**config.mk**
```make
export PLATFORM = sky130hd
export DESIGN_NAME = windowed_average_level_classifier_core
export DESIGN_NICKNAME = d
export VERILOG_FILES = /design/src/walc_pkg.sv /design/src/walc_window.sv /design/src/walc_mean.sv /design/src/walc_zone.sv /design/src/windowed_average_level_classifier_core.sv
export SDC_FILE = /design/constraint.sdc
export NUM_CORES = 1
export LEC_CHECK = 0
export BUFFER_PORTS_ARGS = -buffer_cell sky130_fd_sc_hd__clkbuf_2
export CAP_MARGIN = 5
export CORE_AREA = 2 2 207 158
export DETAILED_ROUTE_END_ITERATION = 12
export DIE_AREA = 0 0 209 160
export HOLD_SLACK_MARGIN = 0.08
export PLACE_DENSITY = 0.52
export SLEW_MARGIN = 10
export SYNTH_ARGS = -nofsm -noshare
export SYNTH_HDL_FRONTEND = slang
export SYNTH_SLANG_ARGS = --single-unit
```
**constraint.sdc**
```tcl
create_clock -name i_clk -period 6.6 [get_ports i_clk]
set_input_delay 1.32 -clock i_clk [delete_from_list [all_inputs] [get_ports i_clk]]
set_output_delay 1.32 -clock i_clk [all_outputs]
set_load 0.05 [all_outputs]
```
**src/walc_pkg.sv**
```systemverilog
`timescale 1ns / 1ps
// ----------------------------------------------------------------------------
// walc_pkg: shared types and constants
// Widths, register map, reset values and the zone code used by every
// module of the windowed average level classifier.
// ----------------------------------------------------------------------------
package walc_pkg;

    localparam int SAMPLE_W  = 10;
    localparam int LIMIT_W   = 10;
    localparam int ZONE_W    = 2;
    localparam int S_TDATA_W = 16;
    localparam int M_TDATA_W = 16;

    localparam int APB_ADDR_W = 3;
    localparam int APB_DATA_W = 32;

    // Register word index, taken from paddr above the byte offset.
    localparam logic [0:0] REG_LOW_LIMIT  = 1'b0;
    localparam logic [0:0] REG_HIGH_LIMIT = 1'b1;

    localparam logic [LIMIT_W-1:0] LOW_LIMIT_RST  = 10'd60;
    localparam logic [LIMIT_W-1:0] HIGH_LIMIT_RST = 10'd80;

    typedef enum logic [ZONE_W-1:0] {
        ZONE_NONE     = 2'd0,
        ZONE_QUIET    = 2'd1,
        ZONE_MODERATE = 2'd2,
        ZONE_LOUD     = 2'd3
    } t_zone;

    typedef struct packed {
        logic [LIMIT_W-1:0] low;
        logic [LIMIT_W-1:0] high;
    } t_limits;

endpackage

```
**src/walc_window.sv**
```systemverilog
`timescale 1ns / 1ps
// ----------------------------------------------------------------------------
// walc_window: sample window and running total
// Shift line of the last WINDOW samples with a running sum kept in step.
// ----------------------------------------------------------------------------
module walc_window #(
    parameter int WINDOW  = 10,
    parameter int TOTAL_W = 14
) (
    input  logic                         i_clk,
    input  logic                         i_rst_n,
    input  logic                         i_load,
    input  logic [walc_pkg::SAMPLE_W-1:0] i_sample,
    output logic [TOTAL_W-1:0]           o_total
);

    logic [walc_pkg::SAMPLE_W-1:0] r_taps [WINDOW];
    logic [TOTAL_W-1:0]            r_total;
    logic [TOTAL_W-1:0]            n_total;

    // The result always fits, so modular arithmetic in TOTAL_W bits is exact.
    assign n_total = r_total - TOTAL_W'(r_taps[WINDOW-1]) + TOTAL_W'(i_sample);
    assign o_total = r_total;

    always_ff @(posedge i_clk) begin
        if (!i_rst_n) begin
            r_total <= '0;
            for (int i = 0; i < WINDOW; i++) begin
                r_taps[i] <= '0;
            end
        end else if (i_load) begin
            r_total  <= n_total;
            r_taps[0] <= i_sample;
            for (int i = 1; i < WINDOW; i++) begin
                r_taps[i] <= r_taps[i-1];
            end
        end
    end

endmodule

```
**src/walc_mean.sv**
```systemverilog
`timescale 1ns / 1ps
// ----------------------------------------------------------------------------
// walc_mean: window mean
// Divides the window total by WINDOW with one reciprocal multiply.
// ----------------------------------------------------------------------------
module walc_mean #(
    parameter int WINDOW  = 10,
    parameter int TOTAL_W = 14
) (
    input  logic                         i_clk,
    input  logic                         i_load,
    input  logic [TOTAL_W-1:0]           i_total,
    output logic [walc_pkg::SAMPLE_W-1:0] o_mean
);

    // A rounded-up reciprocal with this many fraction bits is exact for
    // every total below 2**TOTAL_W.
    localparam int     SHIFT   = TOTAL_W + $clog2(WINDOW);
    localparam longint RECIP   = ((longint'(1) << SHIFT) + WINDOW - 1) / WINDOW;
    localparam int     RECIP_W = $clog2(RECIP + 1);
    localparam int     PROD_W  = TOTAL_W + RECIP_W;

    logic [PROD_W-1:0]             n_prod;
    logic [walc_pkg::SAMPLE_W-1:0] r_mean;

    assign n_prod = PROD_W'(i_total) * PROD_W'(RECIP);
    assign o_mean = r_mean;

    always_ff @(posedge i_clk) begin
        if (i_load) begin
            r_mean <= n_prod[SHIFT +: walc_pkg::SAMPLE_W];
        end
    end

endmodule

```
**src/walc_zone.sv**
```systemverilog
`timescale 1ns / 1ps
// ----------------------------------------------------------------------------
// walc_zone: level classifier and result register
// Compares the mean with the limits, keeps the lit zone and holds the result.
// ----------------------------------------------------------------------------
module walc_zone (
    input  logic                          i_clk,
    input  logic                          i_rst_n,
    input  logic                          i_load,
    input  logic [walc_pkg::SAMPLE_W-1:0] i_mean,
    input  walc_pkg::t_limits             i_limits,
    output logic [walc_pkg::SAMPLE_W-1:0] o_average,
    output walc_pkg::t_zone               o_zone,
    output logic                          o_alarm
);

    walc_pkg::t_zone               r_zone;
    walc_pkg::t_zone               n_zone;
    logic                          n_alarm;
    logic                          r_alarm;
    logic [walc_pkg::SAMPLE_W-1:0] r_average;

    // Tests are ordered; a mean on a limit keeps the zone that is lit.
    always_comb begin
        n_zone  = r_zone;
        n_alarm = 1'b0;
        if (i_mean < i_limits.low) begin
            n_zone = walc_pkg::ZONE_QUIET;
        end else if (i_mean > i_limits.low && i_mean < i_limits.high) begin
            n_zone = walc_pkg::ZONE_MODERATE;
        end else if (i_mean > i_limits.high) begin
            n_zone  = walc_pkg::ZONE_LOUD;
            n_alarm = 1'b1;
        end
    end

    always_ff @(posedge i_clk) begin
        if (!i_rst_n) begin
            r_zone <= walc_pkg::ZONE_NONE;
        end else if (i_load) begin
            r_zone <= n_zone;
        end
    end

    always_ff @(posedge i_clk) begin
        if (i_load) begin
            r_average <= i_mean;
            r_alarm   <= n_alarm;
        end
    end

    assign o_average = r_average;
    assign o_zone    = r_zone;
    assign o_alarm   = r_alarm;

endmodule

```
**src/windowed_average_level_classifier_core.sv**
```systemverilog
`timescale 1ns / 1ps
// ----------------------------------------------------------------------------
// windowed_average_level_classifier_core: moving average level classifier
// Averages the last WINDOW sensor samples and sorts the mean into zones.
// ----------------------------------------------------------------------------
// Each accepted word carries one 10-bit sensor sample. The block keeps the
// last WINDOW samples (all zero after reset, so early means count the empty
// slots as zeros), updates a running total, takes the truncated mean and
// classifies it against two limits: below low_limit is quiet, strictly
// between the limits is moderate, above high_limit is loud and raises the
// alarm bit. A mean exactly on a limit leaves the lit zone unchanged.
// The block takes one word every clock cycle; the path is three register
// stages (window total, reciprocal multiply for the mean, classifier and
// result register), each of which takes a new word whenever it is empty
// or its word moves on to the stage after it, so a stalled output only
// holds the block once all stages are full.
// The user writes the limits at APB-style byte addresses 0x0 (low_limit,
// reset 60) and 0x4 (high_limit, reset 80) only while the block is idle,
// which the block does not enforce; reads return the register values.
// ----------------------------------------------------------------------------
module windowed_average_level_classifier_core #(
    parameter int WINDOW = 10
) (
    input  logic                            i_clk,
    input  logic                            i_rst_n,

    // Input words. tdata: [9:0] sample, [15:10] ignored.
    input  logic                            i_s_tvalid,
    output logic                            o_s_tready,
    input  logic [walc_pkg::S_TDATA_W-1:0]  i_s_tdata,

    // Result words. tdata: [9:0] average, [11:10] zone, [12] alarm,
    // [15:13] zero.
    output logic                            o_m_tvalid,
    input  logic                            i_m_tready,
    output logic [walc_pkg::M_TDATA_W-1:0]  o_m_tdata,

    // Configuration port.
    input  logic                            psel,
    input  logic                            penable,
    input  logic                            pwrite,
    input  logic [walc_pkg::APB_ADDR_W-1:0] paddr,
    input  logic [walc_pkg::APB_DATA_W-1:0] pwdata,
    output logic [walc_pkg::APB_DATA_W-1:0] prdata,
    output logic                            pready
);

    localparam int TOTAL_W = $clog2(WINDOW * (2 ** walc_pkg::SAMPLE_W - 1) + 1);

    // Stage valid flags: window total, mean, result.
    logic r_v1;
    logic r_v2;
    logic r_vo;

    logic out_free;
    logic s2_free;
    logic s1_free;
    logic en1;
    logic en2;
    logic en3;

    logic [TOTAL_W-1:0]                 total;
    logic [walc_pkg::SAMPLE_W-1:0]      mean;
    logic [walc_pkg::SAMPLE_W-1:0]      average;
    walc_pkg::t_zone                    zone;
    logic                               alarm;

    logic [walc_pkg::LIMIT_W-1:0]       r_low_limit;
    logic [walc_pkg::LIMIT_W-1:0]       r_high_limit;
    walc_pkg::t_limits                  limits;
    logic                               cfg_write;
    logic [0:0]                         reg_index;

    // A stage may take a new word when it is empty or its word moves on.
    assign out_free   = !r_vo || i_m_tready;
    assign s2_free    = !r_v2 || out_free;
    assign s1_free    = !r_v1 || s2_free;
    assign en1        = i_s_tvalid && s1_free;
    assign en2        = r_v1 && s2_free;
    assign en3        = r_v2 && out_free;
    assign o_s_tready = s1_free;

    always_ff @(posedge i_clk) begin
        if (!i_rst_n) begin
            r_v1 <= 1'b0;
            r_v2 <= 1'b0;
            r_vo <= 1'b0;
        end else begin
            if (s1_free) begin
                r_v1 <= i_s_tvalid;
            end
            if (s2_free) begin
                r_v2 <= r_v1;
            end
            if (out_free) begin
                r_vo <= r_v2;
            end
        end
    end

    walc_window #(
        .WINDOW  (WINDOW),
        .TOTAL_W (TOTAL_W)
    ) u_window (
        .i_clk    (i_clk),
        .i_rst_n  (i_rst_n),
        .i_load   (en1),
        .i_sample (i_s_tdata[walc_pkg::SAMPLE_W-1:0]),
        .o_total  (total)
    );

    walc_mean #(
        .WINDOW  (WINDOW),
        .TOTAL_W (TOTAL_W)
    ) u_mean (
        .i_clk   (i_clk),
        .i_load  (en2),
        .i_total (total),
        .o_mean  (mean)
    );

    walc_zone u_zone (
        .i_clk     (i_clk),
        .i_rst_n   (i_rst_n),
        .i_load    (en3),
        .i_mean    (mean),
        .i_limits  (limits),
        .o_average (average),
        .o_zone    (zone),
        .o_alarm   (alarm)
    );

    assign o_m_tvalid = r_vo;
    assign o_m_tdata  = {3'b000, alarm, zone, average};

    // Configuration registers. The word index sits above the byte offset.
    assign pready    = 1'b1;
    assign cfg_write = psel && penable && pwrite && pready;
    assign reg_index = paddr[2:2];
    assign limits    = '{low: r_low_limit, high: r_high_limit};

    always_ff @(posedge i_clk) begin
        if (!i_rst_n) begin
            r_low_limit  <= walc_pkg::LOW_LIMIT_RST;
            r_high_limit <= walc_pkg::HIGH_LIMIT_RST;
        end else if (cfg_write) begin
            case (reg_index)
                walc_pkg::REG_LOW_LIMIT: begin
                    r_low_limit <= pwdata[walc_pkg::LIMIT_W-1:0];
                end
                walc_pkg::REG_HIGH_LIMIT: begin
                    r_high_limit <= pwdata[walc_pkg::LIMIT_W-1:0];
                end
                default: begin
                end
            endcase
        end
    end

    always_comb begin
        case (reg_index)
            walc_pkg::REG_LOW_LIMIT: begin
                prdata = walc_pkg::APB_DATA_W'(r_low_limit);
            end
            walc_pkg::REG_HIGH_LIMIT: begin
                prdata = walc_pkg::APB_DATA_W'(r_high_limit);
            end
            default: begin
                prdata = '0;
            end
        endcase
    end

endmodule

```
==> Word-level counts from Yosys, hierarchy flattened <==
Memories as Yosys holds them, arrays and structs flattened.
Cells that the tools add are included.
Widths: inputs -> output; s select.
{ "totals": {"input_bits": 58, "ram_bits": 100, "output_inout_bits": 51, "memories": 1, "regBits": 60, "elab_cells": 65} }
{ "memory_table": {"columns": ["memory", "depth", "word_bits", "rd", "rd_ports_with_merged_regs", "wr", "line_no", "text"], "rows": [
  ["u_window.r_taps", 10, 10, 10, 0, 10, "walc_window.sv:17", "logic [walc_pkg::SAMPLE_W-1:0] r_taps [WINDOW];"]
]} }
{ "classes": {"n_mul": 1, "n_addsub": 2, "reduce_logical": 17, "magnitude_cmp": 4, "bitwise_logic": 11, "muxes": 19} }
{ "op_table": {"columns": ["operator", "count"], "rows": [
  ["$mux 10", 10],
  ["$pmux 32 s2", 1],
  ["$mul 14x15->28 const B", 1],
  ["$gt 10x10->1", 2],
  ["$lt 10x10->1", 2],
  ["$add 14x10->14", 1],
  ["$sub 14x10->14", 1],
  ["$or 1x1->1", 10],
  ["$logic_and 1x1->1", 6],
  ["$mux 2", 3],
  ["$reduce_and 2->1", 3],
  ["$mux 1", 5],
  ["$logic_not 1->1", 3],
  ["$logic_or 1x1->1", 3],
  ["$reduce_bool 3->1", 1],
  ["$reduce_or 2->1", 1],
  ["$not 1->1", 1]
]} }

==> Longest topological paths before layout <==
{ "depth": {"word_depth": 9, "ltp_mapped": 21, "ltp_nobuf": 21} }

==> By module <==
A second synthesis with hierarchy kept.
{ "hier_totals": {"cells_unflattened": 1050, "hier_area_um2": 11378.4} }
{ "by_module_without_submodules": {"columns": ["mod", "cells_each", "instances", "area_per_inst_um2", "seq_area_each_um2"], "rows": [
  ["walc_window", 418, 1, 5207.5, 3283.1],
  ["walc_mean", 402, 1, 3923.8, 300.3],
  ["windowed_average_level_classifier_core", 136, 1, 1272.5, 460.4],
  ["walc_zone", 94, 1, 974.7, 370.4]
]} }

==> Worst setup path before layout <==
No wires, ideal clock.
{ "synth_timing": {"path_type": "in2reg", "from": "input port i_m_tready", "to": "memory u_window.r_taps[0][0] (netlist bit) (enable)", "arrival_time_ns": 5.088, "t_required_ns": 6.096, "setup_time_ns": 0.504, "n_path_buf": 1, "slack_ns": 1.008, "path_stages": 5, "cell_sequence": "nor2b_1 > nand3_1 > a21boi_0 > inv_1 > clkbuf_1"} }
{ "synth_lines": {"columns": ["item", "line_no", "text"], "rows": [
  ["from (decl)", "windowed_average_level_classifier_core.sv:35", "input logic i_m_tready,"],
  ["to (decl)", "walc_window.sv:17", null]
]} }

==> Worst setup path after layout <==
{ "layout_timing": {"from": "register u_window.r_total[12], in the netlist u_window.o_total[12]", "to": "register u_mean.r_mean, in the netlist u_mean.o_mean[9], data pin"} }
{ "layout_via": {"elab_chain_len": 1} }
{ "layout_rtl": {"columns": ["item", "line_no", "text"], "rows": [
  ["from (decl)", "walc_window.sv:18", "logic [TOTAL_W-1:0] r_total;"],
  ["from (signal assigned)", "walc_window.sv:32", "r_total <= n_total;"],
  ["$mul 14x15->28", "walc_mean.sv:26", "assign n_prod = PROD_W'(i_total) * PROD_W'(RECIP);"],
  ["via u_mean.n_prod[27]", "walc_mean.sv:23", "logic [PROD_W-1:0] n_prod;"],
  ["to (signal assigned)", "walc_mean.sv:31", "r_mean <= n_prod[SHIFT +: walc_pkg::SAMPLE_W];"],
  ["to (decl)", "walc_mean.sv:24", "logic [walc_pkg::SAMPLE_W-1:0] r_mean;"]
]} }
The timed path passes the listed nets, and every way through them passes these cells.
A chain may end at the register's enable or synchronous reset.

==> summary.md <==
| Metric | Value |
|---|---|
| CTS root buf | clkbuf_16 |
| Syn avg cell area | between 10 and 15 sq um |
| Fin. max-slew vios | 0 |
| Hold Path Depth | 2 |
| Antenna cell count | 0 |
| RSZ-0062 raised after global routing | false |
| GR Overflow Total | 0 |
| CP startpoint | u_window.o_total[12] |
| Final core utilization | 0.368 |
| Worst Path Max Fanout | 5 |
| Die height | between 150 and 200 um |
| Die area | between 0.03 and 0.04 sq mm |
| CP max-delay cell | fa_1 |
| Worst reg-to-reg path cell count | 21 |
| RR Endpoint | u_mean.o_mean[9] |
| Skew final | 0.00997 ns |
| Worst Hold Launch | r_low_limit[8] |
| Die X | about 210 um |
| Final period util | 0.893 |
| CTS tree | done |
| Initial Util | 0.331 |
| Final HPWL DP | between 10,000 and 15,000 um |
| Iteration-0 DRC Markers | 270 |
| Total number of vias | approximately 6,200 |
| Fmax achieved | about 170 MHz |
| Critical path class | flop to flop |
| Vias per Instance | between 4 and 5 |
| CP Depth | 21 |
| First-pass GRT wire length | roughly 32,000 um |
| Worst-path clk slew | 0.07 ns |
| Final Hold Viols | 0 |
| Post-route antenna net violation count | 0 |
| Slowest stage delay, CP | 0.52 ns |
| Mapped Cells | approximately 940 |
| Rel. slew slack | 0.298 |
| Delay-heaviest family, CP | adder cells |
| Ordered cell list for the critical path | inv_1 -> ha_1 -> inv_1 -> fa_1 -> fa_1 -> inv_1 -> fa_1 -> inv_1 -> fa_1 -> inv_1 -> fa_1 -> inv_1 -> ha_1 -> nand4_1 -> nor2_1 -> a211o_1 -> o41ai_2 -> o31ai_2 -> nor4_1 -> nor3_1 -> xnor2_1 |
| Initial antenna violation count | 0 |
| Clock latency on the worst-skew pair | between 0.4 and 0.5 ns |
| I/O pins | 109 |
| Largest area contributor in the netlist | edfxtp_1 |
| Final Routed Wirelength | a little under 20,000 um |
| Most frequent cells in the layout | inv_1, ha_1, edfxtp_1 |
| CP Data Arrival Time | 6.09 ns |
| # nets final | 1,252 |
| MaxCap Viol Count | 0 |
| Resized cells post-CTS | 0 |
| Critical path's most frequent cell | inv_1 |
| Final Critical Period | ~5.9 ns |
| Sequential area share after synthesis | 0.420 |
| TritonRoute pass-1 iters | 5 |
| Core area | about 0.032 sq mm |
| Fillers | around 3,200 |
| Synthesized area | around 0.011 sq mm |
| Dpl cell area | 0.0111 sq mm |
| Buf/Inv on CP | 6 |
| Netlist cell types | 52 |
| Post-route cell area | between 0.01 and 0.015 sq mm |
| Most common cell after layout, fill and taps aside | inv_1 |
| Share of cells above drive strength 1 | 0.0994 |
| Beginning of the worst register-to-register path | u_window.o_total[12] |
| Asr flop ratio synth | 0 |
| Worst setup SP type | flop |
| Port bufs | between 50 and 60 |
| Post-synth top area share | 0.346 |
| Bufs on Longest Clock Path | 2 |
| Largest net degree at the start of global routing | 96 |
| Synth warn | 0 |
| Cts bufs inserted | 17 |
| Ys flop type | edfxtp_1 |
| Cell Rows | between 50 and 60 |
| Run status | finished, final reports clean |
| DRC violations left | 0 |
| Avg WL per Cell | about 14 um |
| H-Tree Depth | 4 |
| Multi-input logic area | 0.00523 sq mm |
| Setup crit end | u_mean.o_mean[9] |
| # Post-CTS Setup Buffers | 0 |
| Synth-to-Final Area Change | 11.2% |
| GR Util All Layers | 0.123 |
| Vias in the first global route | around 6,100 |
| Setup TNS | 0 ns |
| Top cells by area, synth | edfxtp_1, ha_1, fa_1, dfxtp_1, inv_1 |
| Hold buffers post-CTS | 0 |
| Register-to-register setup slack | just over 0.7 ns |
| Worst EP required | between 6 and 7 ns |
| Clk sinks | between 150 and 200 |
| Setup Viol. Count Final | 0 |
| FF+latch area | approximately 0.0044 sq mm |
| Worst-Margin Slew | 1.05 ns |
| Worst setup EP type | flop |
| EDFF count, synth | 121 |
| Min-Delay Path Class | flop to flop |
| Routability cong. | a little over 0.8 |
| Register bit total from synthesis | 160 |
per-stage QoR:
step	setup slack, ns	hold WS [ns]	instances
detailed placement	0.680	0.463	1387
global route	0.414	0.495	1419
floorplan	1.01	0.426	966
CTS	0.674	0.472	1419
finish	0.708	0.471	1419
global placement	0.698	0.455	1387
cell usage after synthesis, types with 9 or more instances:
cell type    n
edfxtp_1   121
ha_1       131
nand2_1     53
nor3_1       9
inv_1      182
o21ai_0     22
dfxtp_1     39
nor2_1      29
xor2_1       9
fa_1        70
o22ai_1     14
xnor2_1      9
a21boi_0    17
clkbuf_1    19
buf_4       27
and2_1      91
a21oi_1     15
logic make-up after synthesis:
family / after synthesis / share of synthesized area
and+or+nand+nor: 221 / 0.111
muxes: 2 / 0.00202
buffers and inverters: 229 / 0.0914
xor gates and xnor gates: 18 / 0.0150
adders and majority gates: 201 / 0.289
other: 2 / 0.000714
DFF: 160 / 0.420
AOI/OAI and AO/OA: 109 / 0.0706
routing by layer:
| metal | track usage | wire length [um] | up-vias |
|---|---|---|---|
| met5 | 0 | 0 | - |
| met4 | 0.0370 | 248 | 0 |
| met3 | 0.0281 | 558 | 20 |
| met2 | 0.176 | 8110 | 78 |
| met1 | 0.183 | 10300 | 2956 |
| li1 | - | - | 3155 |
registers in the layout, indices dropped and copies added, names as in the netlist:
signal	cells
u_window.r_taps	100
u_window.o_total	14
r_high_limit	10
r_low_limit	10
u_mean.o_mean	10
u_zone.o_average	10
u_zone.o_zone	2
o_m_tvalid	1
r_v1	1
r_v2	1
u_zone.o_alarm	1
worst min-delay path by stage:
stage	endpoint
6_report	r_low_limit[8]
5_1_grt	r_low_limit[6]
4_1_cts	r_low_limit[1]
3_5_place_dp	r_low_limit[1]
3_3_place_gp	r_low_limit[1]
2_1_floorplan	u_zone.o_average[0]
layout make-up:
type | instances | area share
multi-input combinational | 577 | 0.447
sequential | 160 | 0.378
inverter | 182 | 0.0587
tap | 413 | 0.0442
clock buffer | 19 | 0.0370
timing repair buffer | 55 | 0.0242
clock inverter | 13 | 0.0108
worst reg2reg max path: stages (launching register included):
cell     delay (ns)
dfxtp_1        0.40
inv_1          0.10
ha_1           0.31
inv_1          0.19
fa_1           0.47
fa_1           0.52
inv_1          0.05
fa_1           0.52
inv_1          0.05
fa_1           0.51
inv_1          0.06
fa_1           0.49
inv_1          0.04
ha_1           0.29
nand4_1        0.12
nor2_1         0.06
a211o_1        0.33
o41ai_2        0.52
o31ai_2        0.17
nor4_1         0.21
nor3_1         0.11
xnor2_1        0.13
Power is not shown: default switching activity piles up to over one toggle a cycle in this logic, so the estimate is an artifact.
